### src/hw/rtl/pfa_pkg.sv
// Shared types, constants and helpers for the PID controller with feedforward.
// No dependencies; used by pfa_mul, pfa_div and pid_feedforward_antiwindup.
`timescale 1ns / 1ps
package pfa_pkg;

   localparam int DATA_W   = 32;
   localparam int DT_W     = 16;
   localparam int VAL_W    = 50;   // signed working values (rates, products, inner drag)
   localparam int A_W      = 33;   // magnitude of the narrow multiplier operand
   localparam int INT_W    = 48;
   localparam int SUM_W    = 52;
   localparam int DVD_W    = 49;   // |diff| << 16
   localparam int CSR_IDX_W = 3;
   localparam int REQ_W    = 88;
   localparam int RSP_W    = 40;

   localparam logic [DT_W-1:0] DT_MIN = 16'd3277;
   localparam logic [DT_W-1:0] DT_MAX = 16'd13107;

   localparam logic signed [DATA_W-1:0] FF_REF_GAIN_DEF    = '0;
   localparam logic signed [DATA_W-1:0] FF_RATE_GAIN_DEF   = '0;
   localparam logic signed [DATA_W-1:0] DRAG_LIN_GAIN_DEF  = '0;
   localparam logic signed [DATA_W-1:0] DRAG_QUAD_GAIN_DEF = '0;
   localparam int FRAC_BITS_DEF = 16;

   localparam logic [CSR_IDX_W-1:0] REG_KP        = 3'd0;
   localparam logic [CSR_IDX_W-1:0] REG_KI        = 3'd1;
   localparam logic [CSR_IDX_W-1:0] REG_KD        = 3'd2;
   localparam logic [CSR_IDX_W-1:0] REG_ERR_UPPER = 3'd3;
   localparam logic [CSR_IDX_W-1:0] REG_ERR_LOWER = 3'd4;
   localparam logic [CSR_IDX_W-1:0] REG_OUT_UPPER = 3'd5;
   localparam logic [CSR_IDX_W-1:0] REG_OUT_LOWER = 3'd6;

   typedef enum logic [3:0] {
      ST_IDLE, ST_MUL_INC, ST_DIV_E, ST_DIV_R, ST_MUL_T1, ST_MUL_FF, ST_MUL_FFD,
      ST_MUL_Q, ST_MUL_DRAG, ST_MUL_P, ST_MUL_I, ST_MUL_D, ST_OUT
   } state_type;

   typedef struct packed {
      logic             start;
      logic             neg;
      logic             sh16;   // shift by 16 instead of the fraction width
      logic [A_W-1:0]   a;
      logic [VAL_W-1:0] b;
   } mul_req_type;

   function automatic logic [VAL_W-1:0] mag_val(input logic signed [VAL_W-1:0] v);
      mag_val = v[VAL_W-1] ? VAL_W'(-v) : VAL_W'(v);
   endfunction

   // magnitude trimmed to the narrow operand width
   function automatic logic [A_W-1:0] mag_a(input logic signed [VAL_W-1:0] v);
      mag_a = A_W'(mag_val(v));
   endfunction

endpackage

### src/hw/rtl/pfa_mul.sv
// Sign-magnitude multiplier, 16 bits of the wide operand per cycle, with
// product and term saturation. Depends on pfa_pkg.
`timescale 1ns / 1ps
module pfa_mul #(
   parameter int FRAC_BITS = pfa_pkg::FRAC_BITS_DEF
) (
   input  logic                              clock,
   input  logic                              reset,
   input  pfa_pkg::mul_req_type              req,
   output logic                              done,
   output logic signed [pfa_pkg::VAL_W-1:0]  result
);
   localparam int B_W   = 64;
   localparam int ACC_W = pfa_pkg::A_W + B_W;
   localparam logic [62:0] PROD_CAP = {63{1'b1}} >> 1;
   localparam logic [46:0] TERM_CAP = {47{1'b1}};

   logic [ACC_W-1:0]        acc_ff, acc_in;
   logic [pfa_pkg::A_W-1:0] a_ff, a_in;
   logic [B_W-1:0]          b_ff, b_in;
   logic [1:0]              cnt_ff, cnt_in;
   logic                    busy_ff, busy_in, done_ff, done_in, neg_ff, neg_in;
   logic                    sh16_ff, sh16_in;
   logic [pfa_pkg::A_W+15:0] pp;
   logic [62:0]             capped, shifted;
   logic [46:0]             term;

   always_comb begin
      acc_in  = acc_ff;
      a_in    = a_ff;
      b_in    = b_ff;
      cnt_in  = cnt_ff;
      busy_in = busy_ff;
      neg_in  = neg_ff;
      sh16_in = sh16_ff;
      done_in = 1'b0;
      pp      = a_ff * b_ff[B_W-1 -: 16];
      if (req.start) begin
         acc_in  = '0;
         a_in    = req.a;
         b_in    = B_W'(req.b);
         cnt_in  = '0;
         busy_in = 1'b1;
         neg_in  = req.neg;
         sh16_in = req.sh16;
      end else if (busy_ff) begin
         // take the top chunk first, shift the partial sum up
         acc_in = (acc_ff << 16) + ACC_W'(pp);
         b_in   = b_ff << 16;
         cnt_in = cnt_ff + 2'd1;
         if (cnt_ff == 2'd3) begin
            busy_in = 1'b0;
            done_in = 1'b1;
         end
      end
   end

   always_ff @(posedge clock) begin
      if (reset) begin
         busy_ff <= 1'b0;
         done_ff <= 1'b0;
      end else begin
         busy_ff <= busy_in;
         done_ff <= done_in;
      end
      acc_ff  <= acc_in;
      a_ff    <= a_in;
      b_ff    <= b_in;
      cnt_ff  <= cnt_in;
      neg_ff  <= neg_in;
      sh16_ff <= sh16_in;
   end

   always_comb begin
      capped  = (acc_ff > ACC_W'(PROD_CAP)) ? PROD_CAP : acc_ff[62:0];
      shifted = sh16_ff ? (capped >> 16) : (capped >> FRAC_BITS);
      term    = (shifted > 63'(TERM_CAP)) ? TERM_CAP : shifted[46:0];
      result  = neg_ff ? -$signed(pfa_pkg::VAL_W'(term)) : $signed(pfa_pkg::VAL_W'(term));
   end

   assign done = done_ff;

endmodule

### src/hw/rtl/pfa_div.sv
// Restoring divider, one quotient bit per cycle, for the rate terms.
// Depends on pfa_pkg.
`timescale 1ns / 1ps
module pfa_div (
   input  logic                          clock,
   input  logic                          reset,
   input  logic                          start,
   input  logic [pfa_pkg::DVD_W-1:0]     dividend,
   input  logic [pfa_pkg::DT_W-1:0]      divisor,
   output logic                          done,
   output logic [pfa_pkg::DVD_W-1:0]     quotient
);
   localparam int CNT_W = $clog2(pfa_pkg::DVD_W + 1);
   localparam int REM_W = pfa_pkg::DT_W + 1;

   logic [pfa_pkg::DVD_W-1:0] qn_ff, qn_in;
   logic [REM_W-1:0]          rem_ff, rem_in, rem_sh;
   logic [pfa_pkg::DT_W-1:0]  dsr_ff, dsr_in;
   logic [CNT_W-1:0]          cnt_ff, cnt_in;
   logic                      busy_ff, busy_in, done_ff, done_in, qbit;

   always_comb begin
      qn_in   = qn_ff;
      rem_in  = rem_ff;
      dsr_in  = dsr_ff;
      cnt_in  = cnt_ff;
      busy_in = busy_ff;
      done_in = 1'b0;
      rem_sh  = {rem_ff[REM_W-2:0], qn_ff[pfa_pkg::DVD_W-1]};
      qbit    = rem_sh >= REM_W'(dsr_ff);
      if (start) begin
         qn_in   = dividend;
         rem_in  = '0;
         dsr_in  = divisor;
         cnt_in  = '0;
         busy_in = 1'b1;
      end else if (busy_ff) begin
         rem_in = qbit ? rem_sh - REM_W'(dsr_ff) : rem_sh;
         qn_in  = {qn_ff[pfa_pkg::DVD_W-2:0], qbit};
         cnt_in = cnt_ff + CNT_W'(1);
         if (cnt_ff == CNT_W'(pfa_pkg::DVD_W - 1)) begin
            busy_in = 1'b0;
            done_in = 1'b1;
         end
      end
   end

   always_ff @(posedge clock) begin
      if (reset) begin
         busy_ff <= 1'b0;
         done_ff <= 1'b0;
      end else begin
         busy_ff <= busy_in;
         done_ff <= done_in;
      end
      qn_ff  <= qn_in;
      rem_ff <= rem_in;
      dsr_ff <= dsr_in;
      cnt_ff <= cnt_in;
   end

   assign done     = done_ff;
   assign quotient = qn_ff;

endmodule

### src/hw/rtl/pid_feedforward_antiwindup.sv
// PID controller with reference/drag feedforward and anti-windup.
// Applied request: nine products on pfa_mul, two rate divisions on pfa_div, then
// the output state; one request in flight. Disabled or out-of-window request:
// result the cycle after accept.
// Synchronous reset clears gains, limits, integral and history to zero.
`timescale 1ns / 1ps
module pid_feedforward_antiwindup #(
   parameter logic signed [31:0] FF_REF_GAIN    = pfa_pkg::FF_REF_GAIN_DEF,
   parameter logic signed [31:0] FF_RATE_GAIN   = pfa_pkg::FF_RATE_GAIN_DEF,
   parameter logic signed [31:0] DRAG_LIN_GAIN  = pfa_pkg::DRAG_LIN_GAIN_DEF,
   parameter logic signed [31:0] DRAG_QUAD_GAIN = pfa_pkg::DRAG_QUAD_GAIN_DEF,
   parameter int                 FRAC_BITS      = pfa_pkg::FRAC_BITS_DEF
) (
   input  logic                              clock,
   input  logic                              reset,
   input  logic                              req_tvalid,
   output logic                              req_tready,
   // enabled, error_in[31:0], reference[31:0], step_time[15:0], zero pad
   input  logic [pfa_pkg::REQ_W-1:0]         req_tdata,
   output logic                              rsp_tvalid,
   input  logic                              rsp_tready,
   // command[31:0], applied, saturated, zero pad
   output logic [pfa_pkg::RSP_W-1:0]         rsp_tdata,
   input  logic                              csr_we,
   input  logic [pfa_pkg::CSR_IDX_W-1:0]     csr_index,
   input  logic [pfa_pkg::DATA_W-1:0]        csr_wdata
);
   localparam int VW = pfa_pkg::VAL_W;
   localparam int IW = pfa_pkg::INT_W;
   localparam int SW = pfa_pkg::SUM_W;

   pfa_pkg::state_type state_ff, state_in;

   logic signed [31:0] kp_ff, ki_ff, kd_ff, eu_ff, el_ff, ou_ff, ol_ff;
   logic signed [31:0] err_ff, err_in, ref_ff, ref_in, last_err_ff, last_ref_ff;
   logic signed [31:0] ein_ff, ein_in;
   logic [15:0]        dt_ff, dt_in;
   logic signed [IW-1:0] int_ff, new_int_ff, new_int_in;
   logic signed [VW-1:0] rate_e_ff, rate_e_in, rate_r_ff, rate_r_in, tmp_ff, tmp_in;
   logic signed [SW-1:0] sum_ff, sum_in;
   logic               wait_ff, wait_in, upd;
   logic               rsp_valid_ff, rsp_valid_in, cmd_sat;
   logic [pfa_pkg::RSP_W-1:0] rsp_data_ff, rsp_data_in;
   logic signed [31:0] cmd;

   logic signed [31:0] e_in, r_in;
   logic [15:0]        d_in;
   logic               run, accept, slot_free;
   logic signed [VW-1:0] err_v, ref_v, cur_v, diff_v;
   logic signed [IW:0]   int_sum;

   pfa_pkg::mul_req_type mreq;
   logic               mul_done, div_start, div_done, div_neg;
   logic signed [VW-1:0] mul_res;
   logic [pfa_pkg::DVD_W-1:0] div_dvd, div_q;

   pfa_mul #(.FRAC_BITS(FRAC_BITS)) u_mul (
      .clock(clock), .reset(reset), .req(mreq), .done(mul_done), .result(mul_res)
   );

   pfa_div u_div (
      .clock(clock), .reset(reset), .start(div_start), .dividend(div_dvd),
      .divisor(dt_ff), .done(div_done), .quotient(div_q)
   );

   assign e_in = req_tdata[32:1];
   assign r_in = req_tdata[64:33];
   assign d_in = req_tdata[80:65];
   assign run  = req_tdata[0] && (d_in >= pfa_pkg::DT_MIN) && (d_in <= pfa_pkg::DT_MAX);
   assign slot_free  = !rsp_valid_ff || rsp_tready;
   assign req_tready = (state_ff == pfa_pkg::ST_IDLE) && slot_free;
   assign accept     = req_tvalid && req_tready;

   assign err_v   = VW'(err_ff);
   assign ref_v   = VW'(ref_ff);
   // drag acts on the raw error, not the clamped one
   assign cur_v   = VW'(ein_ff) + VW'(ref_ff);
   assign int_sum = (IW+1)'(int_ff) + (IW+1)'(mul_res);
   assign div_neg = diff_v[VW-1];

   always_comb begin
      state_in     = state_ff;
      err_in       = err_ff;
      ein_in       = ein_ff;
      ref_in       = ref_ff;
      dt_in        = dt_ff;
      new_int_in   = new_int_ff;
      rate_e_in    = rate_e_ff;
      rate_r_in    = rate_r_ff;
      tmp_in       = tmp_ff;
      sum_in       = sum_ff;
      wait_in      = wait_ff;
      rsp_valid_in = rsp_valid_ff && !rsp_tready;
      rsp_data_in  = rsp_data_ff;
      upd          = 1'b0;
      mreq         = '0;
      div_start    = 1'b0;
      diff_v       = (state_ff == pfa_pkg::ST_DIV_E) ? VW'(err_ff) - VW'(last_err_ff)
                                                    : VW'(ref_ff) - VW'(last_ref_ff);
      div_dvd      = {pfa_pkg::mag_a(diff_v), 16'd0};
      cmd          = '0;
      cmd_sat      = 1'b0;

      // operand select for the current product
      case (state_ff)
         pfa_pkg::ST_MUL_INC: begin
            mreq.a = pfa_pkg::mag_a(err_v);
            mreq.b = VW'(dt_ff);
            mreq.neg = err_ff[31];
            mreq.sh16 = 1'b1;
         end
         pfa_pkg::ST_MUL_T1: begin
            mreq.a = pfa_pkg::mag_a(ref_v);
            mreq.b = pfa_pkg::mag_val(VW'(FF_REF_GAIN));
            mreq.neg = FF_REF_GAIN[31];
         end
         pfa_pkg::ST_MUL_FF: begin
            mreq.a = pfa_pkg::mag_a(ref_v);
            mreq.b = pfa_pkg::mag_val(tmp_ff);
            mreq.neg = tmp_ff[VW-1] != ref_ff[31];
         end
         pfa_pkg::ST_MUL_FFD: begin
            mreq.a = pfa_pkg::mag_a(VW'(FF_RATE_GAIN));
            mreq.b = pfa_pkg::mag_val(rate_r_ff);
            mreq.neg = FF_RATE_GAIN[31] != rate_r_ff[VW-1];
         end
         pfa_pkg::ST_MUL_Q: begin
            mreq.a = pfa_pkg::mag_a(cur_v);
            mreq.b = pfa_pkg::mag_val(VW'(DRAG_QUAD_GAIN));
            mreq.neg = DRAG_QUAD_GAIN[31];
         end
         pfa_pkg::ST_MUL_DRAG: begin
            mreq.a = pfa_pkg::mag_a(cur_v);
            mreq.b = pfa_pkg::mag_val(tmp_ff);
            mreq.neg = tmp_ff[VW-1] != cur_v[VW-1];
         end
         pfa_pkg::ST_MUL_P: begin
            mreq.a = pfa_pkg::mag_a(err_v);
            mreq.b = pfa_pkg::mag_val(VW'(kp_ff));
            mreq.neg = kp_ff[31] != err_ff[31];
         end
         pfa_pkg::ST_MUL_I: begin
            mreq.a = pfa_pkg::mag_a(VW'(ki_ff));
            mreq.b = pfa_pkg::mag_val(VW'(new_int_ff));
            mreq.neg = ki_ff[31] != new_int_ff[IW-1];
         end
         pfa_pkg::ST_MUL_D: begin
            mreq.a = pfa_pkg::mag_a(VW'(kd_ff));
            mreq.b = pfa_pkg::mag_val(rate_e_ff);
            mreq.neg = kd_ff[31] != rate_e_ff[VW-1];
         end
         default: begin
            mreq = '0;
         end
      endcase

      case (state_ff)
         pfa_pkg::ST_IDLE: begin
            if (accept) begin
               if (run) begin
                  if (e_in < el_ff) begin
                     err_in = el_ff;
                  end else if (e_in > eu_ff) begin
                     err_in = eu_ff;
                  end else begin
                     err_in = e_in;
                  end
                  ein_in   = e_in;
                  ref_in   = r_in;
                  dt_in    = d_in;
                  sum_in   = '0;
                  wait_in  = 1'b0;
                  state_in = pfa_pkg::ST_MUL_INC;
               end else begin
                  rsp_valid_in = 1'b1;
                  rsp_data_in  = '0;
               end
            end
         end
         pfa_pkg::ST_DIV_E, pfa_pkg::ST_DIV_R: begin
            if (!wait_ff) begin
               div_start = 1'b1;
               wait_in   = 1'b1;
            end else if (div_done) begin
               wait_in = 1'b0;
               if (state_ff == pfa_pkg::ST_DIV_E) begin
                  rate_e_in = div_neg ? -$signed(VW'(div_q)) : $signed(VW'(div_q));
                  state_in  = pfa_pkg::ST_DIV_R;
               end else begin
                  rate_r_in = div_neg ? -$signed(VW'(div_q)) : $signed(VW'(div_q));
                  state_in  = pfa_pkg::ST_MUL_T1;
               end
            end
         end
         pfa_pkg::ST_OUT: begin
            if (slot_free) begin
               if (sum_ff > SW'(ou_ff)) begin
                  cmd = ou_ff;
                  cmd_sat = 1'b1;
               end else if (sum_ff < SW'(ol_ff)) begin
                  cmd = ol_ff;
                  cmd_sat = 1'b1;
               end else begin
                  cmd = sum_ff[31:0];
               end
               rsp_valid_in = 1'b1;
               rsp_data_in  = {6'd0, cmd_sat, 1'b1, cmd};
               upd          = 1'b1;
               state_in     = pfa_pkg::ST_IDLE;
            end
         end
         default: begin
            // product states: issue, then fold the result in when it lands
            if (!wait_ff) begin
               mreq.start = 1'b1;
               wait_in    = 1'b1;
            end else if (mul_done) begin
               wait_in = 1'b0;
               case (state_ff)
                  pfa_pkg::ST_MUL_INC: begin
                     if (int_sum[IW] != int_sum[IW-1]) begin
                        new_int_in = {int_sum[IW], {(IW-1){!int_sum[IW]}}};
                     end else begin
                        new_int_in = int_sum[IW-1:0];
                     end
                     state_in = pfa_pkg::ST_DIV_E;
                  end
                  pfa_pkg::ST_MUL_T1: begin
                     tmp_in   = mul_res;
                     state_in = pfa_pkg::ST_MUL_FF;
                  end
                  pfa_pkg::ST_MUL_FF: begin
                     sum_in   = sum_ff + SW'(mul_res);
                     state_in = pfa_pkg::ST_MUL_FFD;
                  end
                  pfa_pkg::ST_MUL_FFD: begin
                     sum_in   = sum_ff + SW'(mul_res);
                     state_in = pfa_pkg::ST_MUL_Q;
                  end
                  pfa_pkg::ST_MUL_Q: begin
                     tmp_in   = VW'(DRAG_LIN_GAIN) + mul_res;
                     state_in = pfa_pkg::ST_MUL_DRAG;
                  end
                  pfa_pkg::ST_MUL_DRAG: begin
                     sum_in   = sum_ff + SW'(mul_res);
                     state_in = pfa_pkg::ST_MUL_P;
                  end
                  pfa_pkg::ST_MUL_P: begin
                     sum_in   = sum_ff + SW'(mul_res);
                     state_in = pfa_pkg::ST_MUL_I;
                  end
                  pfa_pkg::ST_MUL_I: begin
                     sum_in   = sum_ff + SW'(mul_res);
                     state_in = pfa_pkg::ST_MUL_D;
                  end
                  default: begin
                     sum_in   = sum_ff + SW'(mul_res);
                     state_in = pfa_pkg::ST_OUT;
                  end
               endcase
            end
         end
      endcase
   end

   always_ff @(posedge clock) begin
      if (reset) begin
         state_ff     <= pfa_pkg::ST_IDLE;
         wait_ff      <= 1'b0;
         rsp_valid_ff <= 1'b0;
         kp_ff <= '0; ki_ff <= '0; kd_ff <= '0;
         eu_ff <= '0; el_ff <= '0; ou_ff <= '0; ol_ff <= '0;
         int_ff      <= '0;
         last_err_ff <= '0;
         last_ref_ff <= '0;
      end else begin
         state_ff     <= state_in;
         wait_ff      <= wait_in;
         rsp_valid_ff <= rsp_valid_in;
         if (csr_we) begin
            case (csr_index)
               pfa_pkg::REG_KP:        kp_ff <= csr_wdata;
               pfa_pkg::REG_KI:        ki_ff <= csr_wdata;
               pfa_pkg::REG_KD:        kd_ff <= csr_wdata;
               pfa_pkg::REG_ERR_UPPER: eu_ff <= csr_wdata;
               pfa_pkg::REG_ERR_LOWER: el_ff <= csr_wdata;
               pfa_pkg::REG_OUT_UPPER: ou_ff <= csr_wdata;
               pfa_pkg::REG_OUT_LOWER: ol_ff <= csr_wdata;
               default: begin
               end
            endcase
         end
         if (upd) begin
            // drop this step's integral increment when the output clamps
            if (!cmd_sat) begin
               int_ff <= new_int_ff;
            end
            last_err_ff <= err_ff;
            last_ref_ff <= ref_ff;
         end
      end
      err_ff      <= err_in;
      ein_ff      <= ein_in;
      ref_ff      <= ref_in;
      dt_ff       <= dt_in;
      new_int_ff  <= new_int_in;
      rate_e_ff   <= rate_e_in;
      rate_r_ff   <= rate_r_in;
      tmp_ff      <= tmp_in;
      sum_ff      <= sum_in;
      rsp_data_ff <= rsp_data_in;
   end

   assign rsp_tvalid = rsp_valid_ff;
   assign rsp_tdata  = rsp_data_ff;

endmodule
### config.mk
export PLATFORM = sky130hd
export DESIGN_NAME = pid_feedforward_antiwindup
export DESIGN_NICKNAME = d
export VERILOG_FILES = /design/src/hw/rtl/pfa_pkg.sv /design/src/hw/rtl/pfa_mul.sv /design/src/hw/rtl/pfa_div.sv /design/src/hw/rtl/pid_feedforward_antiwindup.sv
export SDC_FILE = /design/constraint.sdc
export NUM_CORES = 2
export LEC_CHECK = 0
export BUFFER_PORTS_ARGS = -buffer_cell sky130_fd_sc_hd__buf_2
export CORE_MARGIN = 1.5
export CORE_UTILIZATION = 28
export CTS_BUF_LIST = sky130_fd_sc_hd__clkbuf_2 sky130_fd_sc_hd__clkbuf_4 sky130_fd_sc_hd__clkbuf_8
export CTS_CLUSTER_SIZE = 25
export DETAILED_ROUTE_END_ITERATION = 7
export HOLD_SLACK_MARGIN = 0.05
export PLACE_DENSITY = 0.51
export SLEW_MARGIN = 20
export SYNTH_ARGS = -nofsm -noshare
export SYNTH_HDL_FRONTEND = slang
export SYNTH_HIERARCHICAL = 1
export SYNTH_SLANG_ARGS = --single-unit
### constraint.sdc
create_clock -name clock -period 13.3 [get_ports clock]
set_input_delay 2.66 -clock clock [delete_from_list [all_inputs] [get_ports clock]]
set_output_delay 2.66 -clock clock [all_outputs]
set_load 0.01 [all_outputs]
==> flow_metrics.py <==
metrics = {
    "synthesis": {
        "synthArstFlopShare_pct": 0,
        "synth.largest_area_cell": "edfxtp_1",
        "synth.distinct_cells": 93,
        "synth-edff-count": 545,
        "ys_ff_latch": 1026,
        "ys_top_cells_by_area": "edfxtp_1 (19%), dfxtp_1 (11%), fa_1 (11%)",
        "synth_area_um2": 85100,
        "postSynthCellCount": 9646,
        "yosysSeqAreaShare_pct": 30.5,
        "synth.top_cell.area_share_pct": 19.2,
        "synthFlopType": "edfxtp_1",
        "avgSynthCellArea_um2": 8.83,
        "synthMostInstantiatedCell": "nand2_1",
        "ys_warn_count": 6,
        "synth_top_cells_by_count": "nand2_1 (1358), inv_1 (911), a21oi_1 (646)",
    },
    "min_path": {
        "worstHoldStart": "last_err_ff[2]",
        "hp-class": "register to register",
    },
    "clock_network": {
        "hold_buffers": 0,
        "cts_sinks": 1026,
        "clk_path_buf_depth": 4,
        "clkTransAtPathRegs_ps": 60,
        "cts_setup_buffers": 0,
        "root_buffer": "clkbuf_8",
        "clk_latency_ps": 980,
        "htreeDepth": 4,
        "cts_buffers": 192,
        "cts_resized": 0,
        "cts_tree": "done",
    },
    "final_layout": {
        "drive_gt1_share_pct": 8.64,
        "syn_to_final_growth_pct": 11.4,
        "fin_nets": 10800,
        "stdcell_count": 13800,
    },
    "die": {
        "die_area_um2": 307000,
        "die_h_um": 554,
        "pin_count": 170,
        "core_um2": 303000,
        "start_util_pct": 28.1,
        "rows": 202,
        "dieWidth_um": 554,
    },
    "placement": {
        "place_inst": 13500,
        "dp_slack_ps": 3650,
        "post-dp-hpwl_um": 239000,
        "portBuffers": 156,
        "gp_congestion": 0.935,
    },
    "sta": {
        "fin_hold_ws_ps": 453,
        "rsz0062_at_grt": "no",
        "period_needed_ps": 9720,
        "layout_setup_ws_ps": 3580,
        "skew_ps": 125,
        "slew_viol_final": 0,
        "max-slew-margin-rel_pct": 18.2,
        "finalSetupTns_ps": 0,
        "max_freq_mhz": 103,
        "hold_violations": 0,
        "worstMarginPinSlew_ps": 1220,
        "fin_crit_sh_pct": 73.1,
        "setup_viol": 0,
    },
    "routing": {
        "drt_iter0_markers": 6612,
        "avgViaCountPerCell": 5.25,
        "wl_per_cell_um": 22.7,
        "wl_um": 314000,
        "drc_errors": 3,
        "num_vias": 72700,
        "drtPass1Iterations": 8,
        "final_antenna_net_count": 0,
    },
    "worst_setup_path": {
        "cp.arrival_ps": 10460,
        "cp-startpoint": "u_mul/acc_ff[73]",
        "end_kind": "register",
        "r2r_start": "u_mul/acc_ff[73]",
        "path_class": "register to register",
        "startpoint_type": "register",
        "cp_slowest_cell": "xnor2_2",
        "worstPathRequired_ps": 14040,
        "crit_fanout": 39,
        "critPathMaxStageDelay_ps": 890,
        "crit_path_frequent_cell": "nand2_1",
    },
    "flow_run": {
        "maxCapViolCount": 0,
    },
    "outcome": {
        "outcome": "finished with violations",
        "failed_checks": "DRC",
    },
    "global_route": {
        "grt_overflow": 0,
        "grt_pass1_vias": 71900,
        "grt_pass1_wl_um": 466000,
        "antenna_found_initial": 36,
        "track_usage_pct": 20.0,
        "grt_max_degree": 113,
    },
}
-- metrics by stage --
stage               util, %  cell area (um2)
finish                 31.4            94800
global route           31.3            94800
CTS                    31.3            94800
detailed placement     30.0            90600
global placement       30.0            90600
floorplan                 -            85200
-- worst paths after layout --
path,end,cells after the start,slack (ps)
max reg2reg,new_int_ff[1],28,3580
max,new_int_ff[1],28,3580
min reg2reg,last_err_ff[2],2,450
min,last_err_ff[2],2,450
-- layout make-up --
type | instances | area, um2
clock inverters | 82 | 752
well taps | 3978 | 4980
repair buffers | 337 | 2170
fillers | 31600 | 208000
diodes | 8 | 20.0
clock buffers | 267 | 3390
inverters | 911 | 3420
flip-flops and latches | 1026 | 26000
multi-input cells | 7238 | 54100
-- worst max-delay path: cells and delay by family, from the launching register on --
kind	cells	cell delay, ps
buf+inv	4	1080
xor+xnor	1	890
flops	1	350
fa+ha+maj	3	850
simple gates	15	4560
compound gates	5	1720
-- flip-flops by register name (all words and copies together), names as in the netlist, 33 cells and up --
signal	flops
u_mul/acc_ff	97
u_mul/b_ff	64
sum_ff	52
rate_e_ff	50
rate_r_ff	50
tmp_ff	50
u_div/quotient	49
int_ff	48
new_int_ff	48
rsp_tdata	34
u_mul/a_ff	33
-- per-layer routing --
| layer | share of wire (%) | global-route usage (%) | wire (um) |
|---|---|---|---|
| met4 | 5.5 | 10.3 | 17300 |
| met5 | 0.027 | 0 | 85 |
| met1 | 43 | 25.7 | 134000 |
| met2 | 46 | 32.5 | 144000 |
| met3 | 6.0 | 2.79 | 18700 |
-- cell usage in the layout, fill, tap and decap left out, drive strengths merged, types with 105 or more instances in the layout --
| cell type | instances |
|---|---|
| a21oi | 648 |
| nor2 | 468 |
| buf | 337 |
| nand4 | 105 |
| inv | 910 |
| nand2b | 148 |
| xor2 | 304 |
| edfxtp | 545 |
| mux2i | 189 |
| o21ai | 470 |
| dfxtp | 481 |
| xnor2 | 397 |
| fa | 471 |
| clkbuf | 267 |
| ha | 530 |
| o31ai | 150 |
| a21o | 187 |
| nand2 | 1358 |
| nor3 | 119 |
| and2 | 279 |
-- cell families after synthesis --
logic type,share of synthesized area [%]
buffers and inverters,6.23
other,0.00441
DFF,30.5
and+or+nand+nor,16.9
xor gates and xnor gates,7.21
adders and majority gates,19.4
muxes,3.32
AOI/OAI and AO/OA,16.3
Power is not shown: default switching activity piles up to over one toggle a cycle in this logic, so the estimate is an artifact.
